===== src/rtl/core/sha1bsh_pkg.sv =====
// Shared types and constants for the SHA-1 byte stream hasher.
package sha1bsh_pkg;

  typedef enum logic [1:0] {
    ST_IDLE,
    ST_ROUND,
    ST_FOLD,
    ST_OUT
  } state_t;

  localparam int unsigned NUM_ROUNDS  = 80;
  localparam int unsigned BLOCK_WORDS = 16;
  localparam int unsigned HASH_WORDS  = 5;

  localparam logic [2:0] LAST_WORD_IDX = 3'd4;
  localparam logic [5:0] LAST_BYTE_POS = 6'd63;
  localparam logic [5:0] LEN_SPILL_POS = 6'd56;
  localparam logic [6:0] LAST_ROUND    = 7'd79;

  localparam logic [7:0] PAD_BYTE = 8'h80;

  localparam logic [31:0] K0 = 32'h5A827999;
  localparam logic [31:0] K1 = 32'h6ED9EBA1;
  localparam logic [31:0] K2 = 32'h8F1BBCDC;
  localparam logic [31:0] K3 = 32'hCA62C1D6;

  localparam logic [31:0] H_INIT [HASH_WORDS] = '{
    32'h67452301, 32'hEFCDAB89, 32'h98BADCFE, 32'h10325476, 32'hC3D2E1F0
  };

endpackage


===== src/rtl/core/sha1_byte_stream_hasher_core.sv =====
// SHA-1 hasher top level: byte packing, padding and one round per cycle.
// Sequence: absorb bytes are taken while idle; the 64th byte of a block starts the
//   rounds and then a fold into the chaining hash. A finish pads and compresses (twice when the
//   pad spills into a second block), then five digest transfers, one per cycle unless out_stall holds them.
// No new byte is taken while a block compresses or the digest is out; one shared round unit.
// Reset: synchronous, active high; loads the initial hash, clears length and position.
module sha1_byte_stream_hasher_core (
  input  logic        clk,
  input  logic        rst,
  // input channel
  input  logic        in_valid,
  output logic        in_stall,
  input  logic        mode,
  input  logic [7:0]  message_byte,
  // digest channel
  output logic        out_valid,
  input  logic        out_stall,
  output logic [31:0] digest_word,
  output logic [2:0]  word_index,
  output logic        last_word
);
  import sha1bsh_pkg::*;

  state_t state, state_next;

  // Chaining hash, read at one address for the digest output.
  logic [31:0] chain_hash [HASH_WORDS];
  // Block buffer doubles as the message schedule window during compression:
  // word 0 is always the current round's W, new words enter at word 15.
  logic [31:0] win [BLOCK_WORDS];
  logic [63:0] bit_count;
  logic [5:0]  byte_position;

  // Working variables of the round unit.
  logic [31:0] a, b, c, d, e;
  logic [6:0]  round;
  logic        more_block;   // pad spilled: a second block follows
  logic        finishing;    // current compression belongs to a finish
  logic [2:0]  out_idx;

  // Absorb/pad byte placement: word index and bit offset of the byte lane.
  logic [3:0]  put_idx;
  logic [4:0]  put_shift;
  logic [7:0]  put_data;

  // Round unit.
  logic [31:0] f, k, t, w_new;
  logic [31:0] h_sum [HASH_WORDS];

  assign put_idx   = byte_position[5:2];
  assign put_shift = {~byte_position[1:0], 3'b000};
  assign put_data  = mode ? PAD_BYTE : message_byte;

  always_comb begin
    if (round < 7'd20) begin
      f = d ^ (b & (c ^ d));
      k = K0;
    end else if (round < 7'd40) begin
      f = b ^ c ^ d;
      k = K1;
    end else if (round < 7'd60) begin
      f = (b & c) | (d & (b | c));
      k = K2;
    end else begin
      f = b ^ c ^ d;
      k = K3;
    end
  end

  assign t     = {a[26:0], a[31:27]} + f + e + k + win[0];
  // Schedule word for round+16, shifted into the tail of the window.
  assign w_new = {win[13][30:0] ^ win[8][30:0] ^ win[2][30:0] ^ win[0][30:0],
                  win[13][31] ^ win[8][31] ^ win[2][31] ^ win[0][31]};

  assign h_sum[0] = chain_hash[0] + a;
  assign h_sum[1] = chain_hash[1] + b;
  assign h_sum[2] = chain_hash[2] + c;
  assign h_sum[3] = chain_hash[3] + d;
  assign h_sum[4] = chain_hash[4] + e;

  // Sequencer state register.
  always_ff @(posedge clk) begin
    if (rst) begin
      state <= ST_IDLE;
    end else begin
      state <= state_next;
    end
  end

  // Next state and handshake outputs.
  always_comb begin
    state_next = state;
    in_stall   = 1'b1;
    out_valid  = 1'b0;
    case (state)
      ST_IDLE: begin
        in_stall = 1'b0;
        if (in_valid && (mode || byte_position == LAST_BYTE_POS)) begin
          state_next = ST_ROUND;
        end
      end
      ST_ROUND: begin
        if (round == LAST_ROUND) begin
          state_next = ST_FOLD;
        end
      end
      ST_FOLD: begin
        if (more_block) begin
          state_next = ST_ROUND;
        end else if (finishing) begin
          state_next = ST_OUT;
        end else begin
          state_next = ST_IDLE;
        end
      end
      ST_OUT: begin
        out_valid = 1'b1;
        if (!out_stall && out_idx == LAST_WORD_IDX) begin
          state_next = ST_IDLE;
        end
      end
      default: begin
        state_next = ST_IDLE;
      end
    endcase
  end

  // Control state: hash, length, position and sequencing flags.
  always_ff @(posedge clk) begin
    if (rst) begin
      for (int i = 0; i < HASH_WORDS; i++) begin
        chain_hash[i] <= H_INIT[i];
      end
      bit_count     <= '0;
      byte_position <= '0;
      round         <= '0;
      more_block    <= 1'b0;
      finishing     <= 1'b0;
      out_idx       <= '0;
    end else begin
      case (state)
        ST_IDLE: begin
          round <= '0;
          if (in_valid) begin
            if (!mode) begin
              bit_count     <= bit_count + 64'd8;
              byte_position <= byte_position + 6'd1;
              more_block    <= 1'b0;
              finishing     <= 1'b0;
            end else begin
              more_block <= (byte_position >= LEN_SPILL_POS);
              finishing  <= 1'b1;
            end
          end
        end
        ST_ROUND: begin
          round <= round + 7'd1;
        end
        ST_FOLD: begin
          for (int i = 0; i < HASH_WORDS; i++) begin
            chain_hash[i] <= h_sum[i];
          end
          round      <= '0;
          more_block <= 1'b0;
          out_idx    <= '0;
        end
        ST_OUT: begin
          if (!out_stall) begin
            if (out_idx == LAST_WORD_IDX) begin
              // message done: back to the initial state
              for (int i = 0; i < HASH_WORDS; i++) begin
                chain_hash[i] <= H_INIT[i];
              end
              bit_count     <= '0;
              byte_position <= '0;
              finishing     <= 1'b0;
            end else begin
              out_idx <= out_idx + 3'd1;
            end
          end
        end
        default: begin
          round <= '0;
        end
      endcase
    end
  end

  // Payload: block buffer and round working variables, no reset needed.
  always_ff @(posedge clk) begin
    case (state)
      ST_IDLE: begin
        if (in_valid) begin
          // A byte that starts a word clears the rest of it.
          if (byte_position[1:0] == 2'b00) begin
            win[put_idx] <= {put_data, 24'd0};
          end else begin
            win[put_idx][put_shift +: 8] <= put_data;
          end
          if (mode) begin
            // words after the pad: zeros, or the length when it still fits
            for (int i = 0; i < BLOCK_WORDS; i++) begin
              if (4'(i) > put_idx) begin
                if (byte_position < LEN_SPILL_POS && i == BLOCK_WORDS - 2) begin
                  win[i] <= bit_count[63:32];
                end else if (byte_position < LEN_SPILL_POS && i == BLOCK_WORDS - 1) begin
                  win[i] <= bit_count[31:0];
                end else begin
                  win[i] <= '0;
                end
              end
            end
          end
          a <= chain_hash[0];
          b <= chain_hash[1];
          c <= chain_hash[2];
          d <= chain_hash[3];
          e <= chain_hash[4];
        end
      end
      ST_ROUND: begin
        for (int i = 0; i < BLOCK_WORDS - 1; i++) begin
          win[i] <= win[i+1];
        end
        win[BLOCK_WORDS-1] <= w_new;
        e <= d;
        d <= c;
        c <= {b[1:0], b[31:2]};
        b <= a;
        a <= t;
      end
      ST_FOLD: begin
        if (more_block) begin
          // length-only block after a spilled pad
          for (int i = 0; i < BLOCK_WORDS - 2; i++) begin
            win[i] <= '0;
          end
          win[BLOCK_WORDS-2] <= bit_count[63:32];
          win[BLOCK_WORDS-1] <= bit_count[31:0];
          a <= h_sum[0];
          b <= h_sum[1];
          c <= h_sum[2];
          d <= h_sum[3];
          e <= h_sum[4];
        end
      end
      default: begin
        a <= a;
      end
    endcase
  end

  assign digest_word = chain_hash[out_idx];
  assign word_index  = out_idx;
  assign last_word   = (out_idx == LAST_WORD_IDX);

endmodule


===== config.mk =====
export PLATFORM = sky130hd
export DESIGN_NAME = sha1_byte_stream_hasher_core
export DESIGN_NICKNAME = d
export VERILOG_FILES = /design/src/rtl/core/sha1bsh_pkg.sv /design/src/rtl/core/sha1_byte_stream_hasher_core.sv
export SDC_FILE = /design/constraint.sdc
export NUM_CORES = 2
export LEC_CHECK = 0
export ABC_AREA = 1
export BUFFER_PORTS_ARGS = -buffer_cell sky130_fd_sc_hd__buf_2
export CORE_UTILIZATION = 45
export DETAILED_ROUTE_END_ITERATION = 16
export PLACE_DENSITY = 0.63
export SLEW_MARGIN = 10
export SYNTH_ARGS = -nofsm -noshare
export SYNTH_HDL_FRONTEND = slang
export SYNTH_SLANG_ARGS = --single-unit

===== constraint.sdc =====
create_clock -name clk -period 12.4 [get_ports clk]
set_clock_uncertainty 0.1 [all_clocks]
set_input_delay 0.62 -clock clk [delete_from_list [all_inputs] [get_ports clk]]
set_output_delay 0.62 -clock clk [all_outputs]
set_load 0.1 [all_outputs]

==> results.md <==
- Ports: 51
- Crit Path Class: reg -> reg
- RSZ-0062 raised after global routing: no
- Layout overhead on the synthesized area: 9.18%
- TritonCTS Buffers: 107
- Share of cells above drive strength 1: 5.41%
- Post-DR wirelength/cell: 27.6 um
- Final TNS setup: 0 ps
- Bufs on Longest Clock Path: 3
- Reg2Reg Depth: 24
- Core ar.: 130,000 sq um
- Post-CTS sizing: 0
- Die ar.: 133,000 sq um
- # nets final: 7,886
- Largest stage delay on the critical path: 840 ps
- Critical path data arrival time: 7960 ps
- Die H: 365 um
- Most used cell, CP: nand2_1
- Post-CTS Setup Repair Bufs: 0
- Period utilisation layout: 61.1%
- CP Launch Point: round[3]
- Vias in the first global route: 52,800
- Multi-input logic area: 29,900 sq um
- Unique masters post-synth: 57
- Nature of the critical path endpoint: flop
- Tightest Hold Check Type: in -> reg
- Initial antenna violation count: 4
- Worst rel slew slack: 13.8%
- Reg area: 24,700 sq um
- Root Driver: clkbuf_16
- FF-to-FF End: a[27]
- Clock Sinks: 916
- Remaining DRCs: 0
- I/O Buffers: 50
- H-tree depth: 3
- Startpoint types: flop
- Most frequent cell after synthesis: nand2_1
- R2R setup slack: 4820 ps
- Final Hold Vio Count: 0
- Vias per Instance: 5.91
- Core Rows: 132
- Synth Instances: 7,601
- First-pass DRT Iterations: 6
- Clk_lat worst skew: 780 ps
- Initial detailed-routing violation count: 6,191
- Remaining global-route overflow: 0
- GP Congestion: 1.02
- Antenna cells: 0
- Worst slew pin tran: 1280 ps
- Sequential share of the synthesized area: 41.8%
- Detail Route Antenna Nets: 0
- Die W: 365 um
- Status: complete, no violations
- Total track usage: 38.6%
- Worst Setup EP: a[27]
- YS warnings: 0
- Cts hold-fix bufs: 0
- CP required: 12,780 ps
- Clock slew at the register clock pins of the worst setup and hold paths: 60 ps
- Max Clk Rate: 0.132 GHz
- Asr flop ratio synth: 0%
- Synthesized net count: 7,945
- Fin. max-slew vios: 0
- Syn avg cell area: 7.78 sq um
- Crit-path cells: nor2_1 -> nor2_1 -> nand3_2 -> nand2_2 -> clkinv_1 -> a221oi_1 -> fa_1 -> fa_1 -> fa_1 -> inv_1 -> ha_1 -> fa_1 -> nand3_1 -> nand3_1 -> nand2_1 -> nand2_1 -> nand2_1 -> nand2_1 -> nand2_1 -> nand3b_1 -> nand3_1 -> nand2_1 -> nand2_1 -> nand2_1
- Synth top area share: 32.5%
- First-pass GRT wire length: 370,000 um
- Initial core utilization: 45.5%
- Largest net degree at the start of global routing: 156
- EDFF count, synth: 640
- Worst r2r src: round[3]
- Synth area leaders: edfxtp_1 (32%), nand2_1 (11%), dfxtp_1 (9.3%), a21oi_1 (6.7%), inv_1 (5.7%)
- Vias: 55,400
- Post-synth top cells: nand2_1 (1,670), inv_1 (894), a21oi_1 (789)
- Detailed Place HPWL: 199,000 um
- Final wirelength: 259,000 um
- Top FF cell, synth: edfxtp_1
- Minimum clock period: 7580 ps
- Setup violations, final: 0
- #FFs+latches synth: 916
- Max FO, Critical Path: 21
- Max-cap violation count: 0
- Cell taking the most area after synthesis: edfxtp_1
- CTS tree: yes
- # fillers: 12,900
- Critical Path Slowest Stage Cell: nand2_2
- Post-Syn Area: 59,200 sq um
layout make-up:
class / count / area share (%)
clock buffers: 139 / 4.42
clock inverters: 60 / 1.01
inverters: 909 / 5.29
multi-input cells: 5485 / 46.3
flip-flops and latches: 916 / 38.3
well taps: 1742 / 3.37
repair buffers: 123 / 1.31
cells in the final DEF, fill, tap and decap left out, types with 95 or more instances in the layout:
master and n:
fa_1 125, nand2_1 1668, ha_1 203, nor2_1 736, a21oi_1 788, o21ai_0 427, edfxtp_1 640, inv_1 892
dfxtp_1 274, clkbuf_16 107, nor3_1 95, nand3_1 617
kinds of logic after synthesis:
kind of cell / Yosys count / synth area share (%)
and+or+nand+nor: 3341 / 23.8
muxes: 3 / 0.0508
AOI/OAI and AO/OA: 1643 / 15.5
adders and majority gates: 331 / 8.59
DFF: 916 / 41.8
buffers and inverters: 1200 / 7.79
xor gates and xnor gates: 167 / 2.47
per-layer routing:
metal | part of all wire (%) | track usage, % | wire (um) | up-vias
met5 | 0.015 | 0 | 39 | -
met4 | 9.4 | 30.4 | 24300 | 6
met3 | 6.7 | 5.80 | 17300 | 676
met2 | 47 | 64.8 | 123000 | 2478
met1 | 36 | 43.9 | 94200 | 26700
li1 | - | - | - | 25600
registers in the layout, indices dropped and copies added (netlist names), named ones only:
name and count:
state 2, word_index 3, bit_count 61, e 32, a 32, b 32, finishing 1, d 32
more_block 1, round 7, chain_hash 160, c 32, byte_position 6, win 512
through the flow:
stage / hold slack [ps] / setup WS (ps) / instance area [sq um] / cells / utilization [%]
global route: 99.9 / 4480 / 64600 / 9374 / 49.7
global placement: 359 / 5110 / 61100 / 9175 / 47.0
finish: 111 / 4820 / 64600 / 9374 / 49.7
CTS: 58.6 / 4910 / 64600 / 9374 / 49.7
floorplan: 343 / 3910 / 59200 / 7601 / -
detailed placement: 362 / 4920 / 61100 / 9175 / 47.0
worst max-delay path, delay by kind of cell (launching register included):
kind / cells / cell delay, ps
compound gates: 1 / 570
fa+ha+maj: 5 / 2260
buf+inv: 2 / 860
flops: 1 / 440
simple gates: 16 / 3100
worst min path at each step:
stage                        startpoint             to  slack [ps]  depth (start not counted)
after floorplan           bit_count[34]  bit_count[34]         340                          1
after global placement       win[9][14]     win[8][14]         360                          2
after detailed placement     win[9][12]     win[8][12]         360                          2
after CTS                      in_valid      finishing          60                          3
after global routing           in_valid      finishing         100                          3
final                          in_valid      finishing         110                          3
Power is left out: the tool's default activity adds up to more than one toggle a clock period on the data nets, which glitch-free logic cannot reach.
